$ cat config.mk
export PLATFORM = sky130hd
export DESIGN_NAME = imt_ctrl
export DESIGN_NICKNAME = d
export VERILOG_FILES = /design/src/imt_pkg.sv /design/src/imt_ctrl.sv
export VERILOG_INCLUDE_DIRS = /design/src /design/src/src
export SDC_FILE = /design/constraint.sdc
export NUM_CORES = 1
export LEC_CHECK = 0
export ABC_AREA = 0
export BUFFER_PORTS_ARGS = -buffer_cell sky130_fd_sc_hd__buf_4
export CAP_MARGIN = 20
export CORE_AREA = 3 3 40 42
export CTS_CLUSTER_SIZE = 24
export DETAILED_ROUTE_END_ITERATION = 7
export DIE_AREA = 0 0 43 45
export PLACE_DENSITY = 0.44
export REMOVE_ABC_BUFFERS = 1
export SYNTH_ARGS = -nofsm -noshare
export SYNTH_HDL_FRONTEND = slang
export SYNTH_SLANG_ARGS = --single-unit
$ cat constraint.sdc
create_clock -name clk -period 2.29 [get_ports clk]
set_input_delay 0.1145 -clock clk [delete_from_list [all_inputs] [get_ports clk]]
set_output_delay 0.1145 -clock clk [all_outputs]
set_load 0.05 [all_outputs]
$ cat src/interval_membership_table_assert.svh
// Assertion macros shared by the interval membership table modules.
`ifndef INTERVAL_MEMBERSHIP_TABLE_ASSERT_SVH
`define INTERVAL_MEMBERSHIP_TABLE_ASSERT_SVH

// A condition that must hold at every clock edge out of reset.
`define IMT_ASSERT_ALWAYS(lbl, expr, msg) \
  lbl: assert property (@(posedge clk) disable iff (!rst_n) (expr)) else $error(msg);

// A consequence that must hold in the same cycle as its cause.
`define IMT_ASSERT_SAME(lbl, ante, cons, msg) \
  lbl: assert property (@(posedge clk) disable iff (!rst_n) (ante) |-> (cons)) else $error(msg);

// A consequence that must hold in the cycle after its cause.
`define IMT_ASSERT_NEXT(lbl, ante, cons, msg) \
  lbl: assert property (@(posedge clk) disable iff (!rst_n) (ante) |=> (cons)) else $error(msg);

`endif

$ cat src/imt_pkg.sv
// Shared constants and controller/datapath interface types of the interval membership table.
package imt_pkg;

  localparam int IMT_MAX_RANGES = 64;
  localparam int KEY_W          = 32;

  localparam logic MODE_INSERT = 1'b0;
  localparam logic MODE_QUERY  = 1'b1;

  localparam logic [1:0] STATUS_ACCEPTED = 2'd0;
  localparam logic [1:0] STATUS_FULL     = 2'd1;
  localparam logic [1:0] STATUS_ANSWERED = 2'd2;

  typedef struct packed {
    logic       load;
    logic       scan_step;
    logic       commit;
    logic       respond;
    logic [1:0] resp_status;
  } imt_cmd_t;

  typedef struct packed {
    logic full;
    logic scan_done;
  } imt_sts_t;

endpackage

$ cat src/imt_ctrl.sv
// Controller state machine that sequences table scans, inserts and responses.
module imt_ctrl (
  input  logic              clk,
  input  logic              rst_n,
  input  logic              start,
  input  logic              in_mode,
  output logic              busy,
  input  imt_pkg::imt_sts_t sts,
  output imt_pkg::imt_cmd_t cmd
);

  `include "interval_membership_table_assert.svh"

  typedef enum logic [1:0] {
    ST_IDLE,
    ST_SCAN,
    ST_FINISH
  } state_t;

  state_t state_r;
  state_t state_nxt;
  logic   op_r;
  logic   op_nxt;

  assign busy = (state_r != ST_IDLE);

  always_comb begin
    state_nxt       = state_r;
    op_nxt          = op_r;
    cmd.load        = 1'b0;
    cmd.scan_step   = 1'b0;
    cmd.commit      = 1'b0;
    cmd.respond     = 1'b0;
    cmd.resp_status = imt_pkg::STATUS_ANSWERED;
    unique case (state_r)
      ST_IDLE: begin
        if (start) begin
          if ((in_mode == imt_pkg::MODE_INSERT) && sts.full) begin
            // A full table rejects the transaction without touching the tables.
            cmd.respond     = 1'b1;
            cmd.resp_status = imt_pkg::STATUS_FULL;
          end else begin
            cmd.load  = 1'b1;
            op_nxt    = in_mode;
            state_nxt = ST_SCAN;
          end
        end
      end
      ST_SCAN: begin
        if (sts.scan_done) begin
          state_nxt = ST_FINISH;
        end else begin
          cmd.scan_step = 1'b1;
        end
      end
      ST_FINISH: begin
        cmd.respond = 1'b1;
        if (op_r == imt_pkg::MODE_INSERT) begin
          cmd.commit      = 1'b1;
          cmd.resp_status = imt_pkg::STATUS_ACCEPTED;
        end
        state_nxt = ST_IDLE;
      end
      default: begin
        state_nxt = ST_IDLE;
      end
    endcase
  end

  always_ff @(posedge clk) begin
    if (!rst_n) begin
      state_r <= ST_IDLE;
      op_r    <= imt_pkg::MODE_INSERT;
    end else begin
      state_r <= state_nxt;
      op_r    <= op_nxt;
    end
  end

  `IMT_ASSERT_NEXT(a_scan_to_finish, (state_r == ST_SCAN) && sts.scan_done, state_r == ST_FINISH, "scan end did not lead to finish")
  `IMT_ASSERT_NEXT(a_idle_after_finish, state_r == ST_FINISH, !busy, "controller stayed busy after its response")
  `IMT_ASSERT_SAME(a_step_only_in_scan, cmd.scan_step, (state_r == ST_SCAN) && !sts.scan_done, "scan step issued outside an active scan")

endmodule

# Yosys cells after proc, flatten, opt, wreduce, memory -nomap -nowiden

Cells that the tools add are included.

Register bits: 3
Bits in latches: 0
Memory bits (writable): 0
Bits in read-only memories: 0
Bits of input ports: 6
Output and inout port bits: 7
Word-level logic and storage cells: 29
Memories: 0

Add/sub/neg operators: 0
$mul: 0
Divide/modulo/power cells: 0
$lt $le $gt $ge: 0
Eq/ne operators: 5
Shift-type cells: 0
Mux-type cells: 15
Bitwise logic cells: 2
Reductions and logical operators: 5

Operator list:

| cell               | count |
|---|---|
| $mux 2             | 4 |
| $mux 1             | 7 |
| $mux 3             | 2 |
| $ne 2x2->1 const B | 3 |
| $pmux 3 s2         | 1 |
| $reduce_and 3->1   | 2 |
| $pmux 2 s2         | 1 |
| $eq 2x1->1 const B | 1 |
| $eq 2x2->1 const B | 1 |
| $logic_not 2->1    | 1 |
| $not 1->1          | 2 |
| $reduce_bool 2->1  | 1 |
| $logic_and 1x1->1  | 1 |

# Logic depth before layout (Yosys ltp)

Depth after elaboration: 5
Gate-level depth with buffers: 3
Gate-level depth less buffers: 3

# Worst setup path before layout

OpenSTA, ideal clock, no wires.

Path type: reg-to-output
From: register state_r[1]
To: output port cmd[1] (netlist bit)
Data arrival time: 2.206 ns
Data required time: 2.176 ns
Path slack: -0.030 ns
Stages on the path, launching flop included: 3
Path buffers: 0
Cell sequence: dfxtp_1 > nor3b_1 > nor2_1

RTL lines:

| what                   | line           | text |
|---|---|---|
| from (decl)            | imt_ctrl.sv:20 | `state_t state_r;` |
| from (signal assigned) | imt_ctrl.sv:75 | `state_r <= state_nxt;` |
| to (decl)              | imt_ctrl.sv:9  | `output imt_pkg::imt_cmd_t cmd` |

==> results.md <==
Timing:
- On the final layout, the worst hold slack is 0.140 ns.
- The maximum achievable frequency is 659 MHz.
- The worst path in the final design needs a cycle of 1.52 ns, including I/O delays and setup.
- Headroom to the max-slew limit came out at 83.0%.
- The number of hold violations in the final report is 0.
- The final-report setup violation count is 0.
- The final worst clock skew is 0.000691 ns.
- The final-report max-slew violation count was 0.
- In the final timing run, aggregate negative setup slack is 0 ns.
- Setup repair after global routing left no endpoint under its margin.
- The share of the clock period used by the worst path after layout is 66.3%.
- At the pin with the least slew margin, the transition time is 0.254 ns.

Global routing:
- The global-route usage over all layers is 5.66%.
- For this run the aggregate overflow at the end of global routing stands at 0.
- The first global-routing pass estimated 786 um of wire.
- The number of antenna violations at the first check in global routing is 0.
- The via count of the first global-routing pass is 199.
- Entering global routing, the biggest net connects 8 pins.

Logic synthesis:
- Summed over all instances, the cell type with the most area after synthesis is sky130_fd_sc_hd__dfxtp_1.
- After synthesis, the cell types taking the most area are sky130_fd_sc_hd__dfxtp_1 33%, sky130_fd_sc_hd__nor3b_1 8.3%, sky130_fd_sc_hd__o211ai_2 6.9%.
- The number of flops mapped to enable cells by yosys is 0.
- By count the netlist is led by 3 x sky130_fd_sc_hd__dfxtp_1, 3 x sky130_fd_sc_hd__nor2_1, 2 x sky130_fd_sc_hd__nand2_1, 2 x sky130_fd_sc_hd__nor3_1, 2 x sky130_fd_sc_hd__nor3b_1.
- The count of state elements after synthesis is 3.
- The number of library cell types mapped by synthesis is 16.
- After synthesis, the share of flip-flops with an asynchronous set or reset is 0%.
- The most used flip-flop cell after synthesis is sky130_fd_sc_hd__dfxtp_1.
- Summing the sequential cell areas from Yosys gives 33.1% of the chip area.
- The mean post-synth cell area is 7.89 um^2.
- During synthesis, Yosys emitted a total of 0 warnings.
- Counting every instance in the synthesized netlist gives 23.
- The synthesized design devotes to its leading area cell type 33.1% of total area.
- The cell area that synthesis handed to floorplanning was 181 um^2.

Run status:
- The flow ran to the end, and the final reports show no timing, DRC or antenna violations.

Drt:
- The pre-antenna-repair detailed-routing pass consisted of 2 iterations.
- In the routed layout, each cell is associated on average with a via count of 3.78.
- The number of violations reported at the end of detailed-routing iteration 0 is 1.
- In the final routed layout, each cell accounts on average for 8.67 um.
- The wire length after detailed routing is 468 um.
- The remaining antenna violation count is 0.
- After detailed routing, the number of remaining DRC violations is 0.
- For this block, the via count after detailed routing is 204.

Critical path:
- The worst register-to-register path has a depth of 3.
- The critical path in this run is classified as reg -> out.
- The startpoint type of the worst setup path is a flip-flop.
- The sort of element at the end of the critical path is an output port.
- STA puts the critical path data required time at 2.18 ns.
- STA puts the critical path data arrival time at 1.40 ns.
- The slack of the worst reg-to-reg path is 1.18 ns.
- Of all nets on the critical path, the largest fanout is 6.

Run:
- Across the run, the number of max-cap violations was 0.

Pwr:
- The leakage power summed over all cells is 0.142 nW.
- IR analysis of the VDD net gives a maximum drop of 0.181 mV.
- Dividing total power by cell area gives a power density of 678 mW/mm^2.

Finish:
- The area growth from synthesis to final layout is 74.5%.
- The final core utilization is 24.6%.
- The total inserted antenna cells is 0.
- For this run, the post-layout net count is 46.
- The area of all placed cells without fillers is 317 um^2.
- The finished layout holds 54 standard cells, fillers aside.
- Of the cells placed in the final design, the portion with a size suffix greater than 1 is 48.7%.

CTS:
- The clock passes through at most 2 buffers.
- The master cell of the clock root buffer is sky130_fd_sc_hd__clkbuf_4.
- After clock tree synthesis, the clock-pin slew on the worst setup and hold paths is 0.04 ns.
- The deepest level of the CTS H-tree is 1.
- The number of resized instances in the post-cts repair step is 0.
- The number of buffers created by CTS is 3.
- TritonCTS built the clock tree.
- At the later pin of the worst-skew pair, clock insertion delay measures 0.23 ns.
- The count of hold buffers inserted by post-cts repair is 0.
- The TritonCTS sink count is 3.
- The number of setup buffers added after CTS is 0.

Floorplan:
- The area of the die is 0.00194 mm^2.
- The starting utilization of the core area is 14.1%.
- The standard cell core area is 0.00128 mm^2.
- The chip height is 45 um.
- The floorplan step set the die width to 43 um.
- The top-level I/O count is 13.
- The placement row count is 13.

Place:
- During placement, the flow inserted port buffers numbering 12.
- At the end of routability-driven placement, the weighted congestion stood at 0.660.
- The placed instance count is 50.
- Detailed placement ended at an HPWL of 381 um.
- In this run the cell area measured after placement is 290 um^2.

Hold path:
- The path category of the worst min-delay check is in -> reg.
- The instance count along the most critical hold path is 3.
## report_power, final
group          internal [mW]  leakage (nW)  switching [mW]
registers             0.0559        0.0246         0.00337
clock network         0.0651        0.0150          0.0251
logic                 0.0242         0.102          0.0410
total                  0.145         0.142          0.0694
## sequential cells by signal, indices dropped and copies added (netlist names)
name     flops
state_r      2
op_r         1
## worst max-delay path, cell delays in order, from the launching register on
cell	delay (ns)
sky130_fd_sc_hd__dfxtp_1	0.34
sky130_fd_sc_hd__or3b_4	0.44
sky130_fd_sc_hd__nor2_2	0.15
sky130_fd_sc_hd__nor2_1	0.06
sky130_fd_sc_hd__buf_4	0.19
## per-layer routing
metal  global-route usage (%)  wire [um]  vias to the layer above
met4                     5.42          0                        0
met3                     1.99         60                        0
li1                         -          -                      111
met1                     6.75        190                       85
met2                     7.78        216                        8
met5                        0          0                        -
## layout make-up
type                    count  area (um^2)
fillers                   146          968
multi-input cells          19          118
repair buffers             12         90.1
flip-flops and latches      3         60.1
clock buffers               4         26.3
well taps                  15         18.8
inverters                   1         3.75
## kinds of logic (layout without fill, tap and decap cells)
logic type	Yosys count	after routing	share of synthesized area, %
buf+inv	1	17	2.07
simple gates	15	15	49.0
flops	3	3	33.1
compound gates	4	4	15.9
## worst paths after layout
check / from / endpoint
setup / recovery: state_r[0] / cmd[1]
hold / removal: sts[0] / state_r[1]
setup reg to reg: state_r[0] / op_r
hold reg to reg: op_r / op_r
## placed cells by master (no fill, tap or decap)
| master | count |
|---|---|
| sky130_fd_sc_hd__a21oi_1 | 1 |
| sky130_fd_sc_hd__a31oi_1 | 1 |
| sky130_fd_sc_hd__buf_4 | 12 |
| sky130_fd_sc_hd__clkbuf_1 | 1 |
| sky130_fd_sc_hd__clkbuf_4 | 3 |
| sky130_fd_sc_hd__dfxtp_1 | 3 |
| sky130_fd_sc_hd__inv_1 | 1 |
| sky130_fd_sc_hd__nand2_1 | 2 |
| sky130_fd_sc_hd__nand2b_1 | 1 |
| sky130_fd_sc_hd__nor2_1 | 3 |
| sky130_fd_sc_hd__nor2_2 | 1 |
| sky130_fd_sc_hd__nor2b_1 | 1 |
| sky130_fd_sc_hd__nor2b_2 | 1 |
| sky130_fd_sc_hd__nor3_1 | 2 |
| sky130_fd_sc_hd__nor3b_1 | 2 |
| sky130_fd_sc_hd__o211ai_2 | 1 |
| sky130_fd_sc_hd__o21ai_1 | 1 |
| sky130_fd_sc_hd__or2_1 | 1 |
| sky130_fd_sc_hd__or3b_4 | 1 |
## per-stage QoR
| stage | power, mW | setup slack, ns |
|---|---|---|
| 2_1_floorplan | 0.102 | -0.0301 |
| 3_3_place_gp | 0.126 | 1.03 |
| 3_5_place_dp | 0.126 | 1.02 |
| 4_1_cts | 0.221 | 0.757 |
| 5_1_grt | 0.227 | 0.679 |
| 6_report | 0.215 | 0.771 |
(Power assumes the default switching activity.)
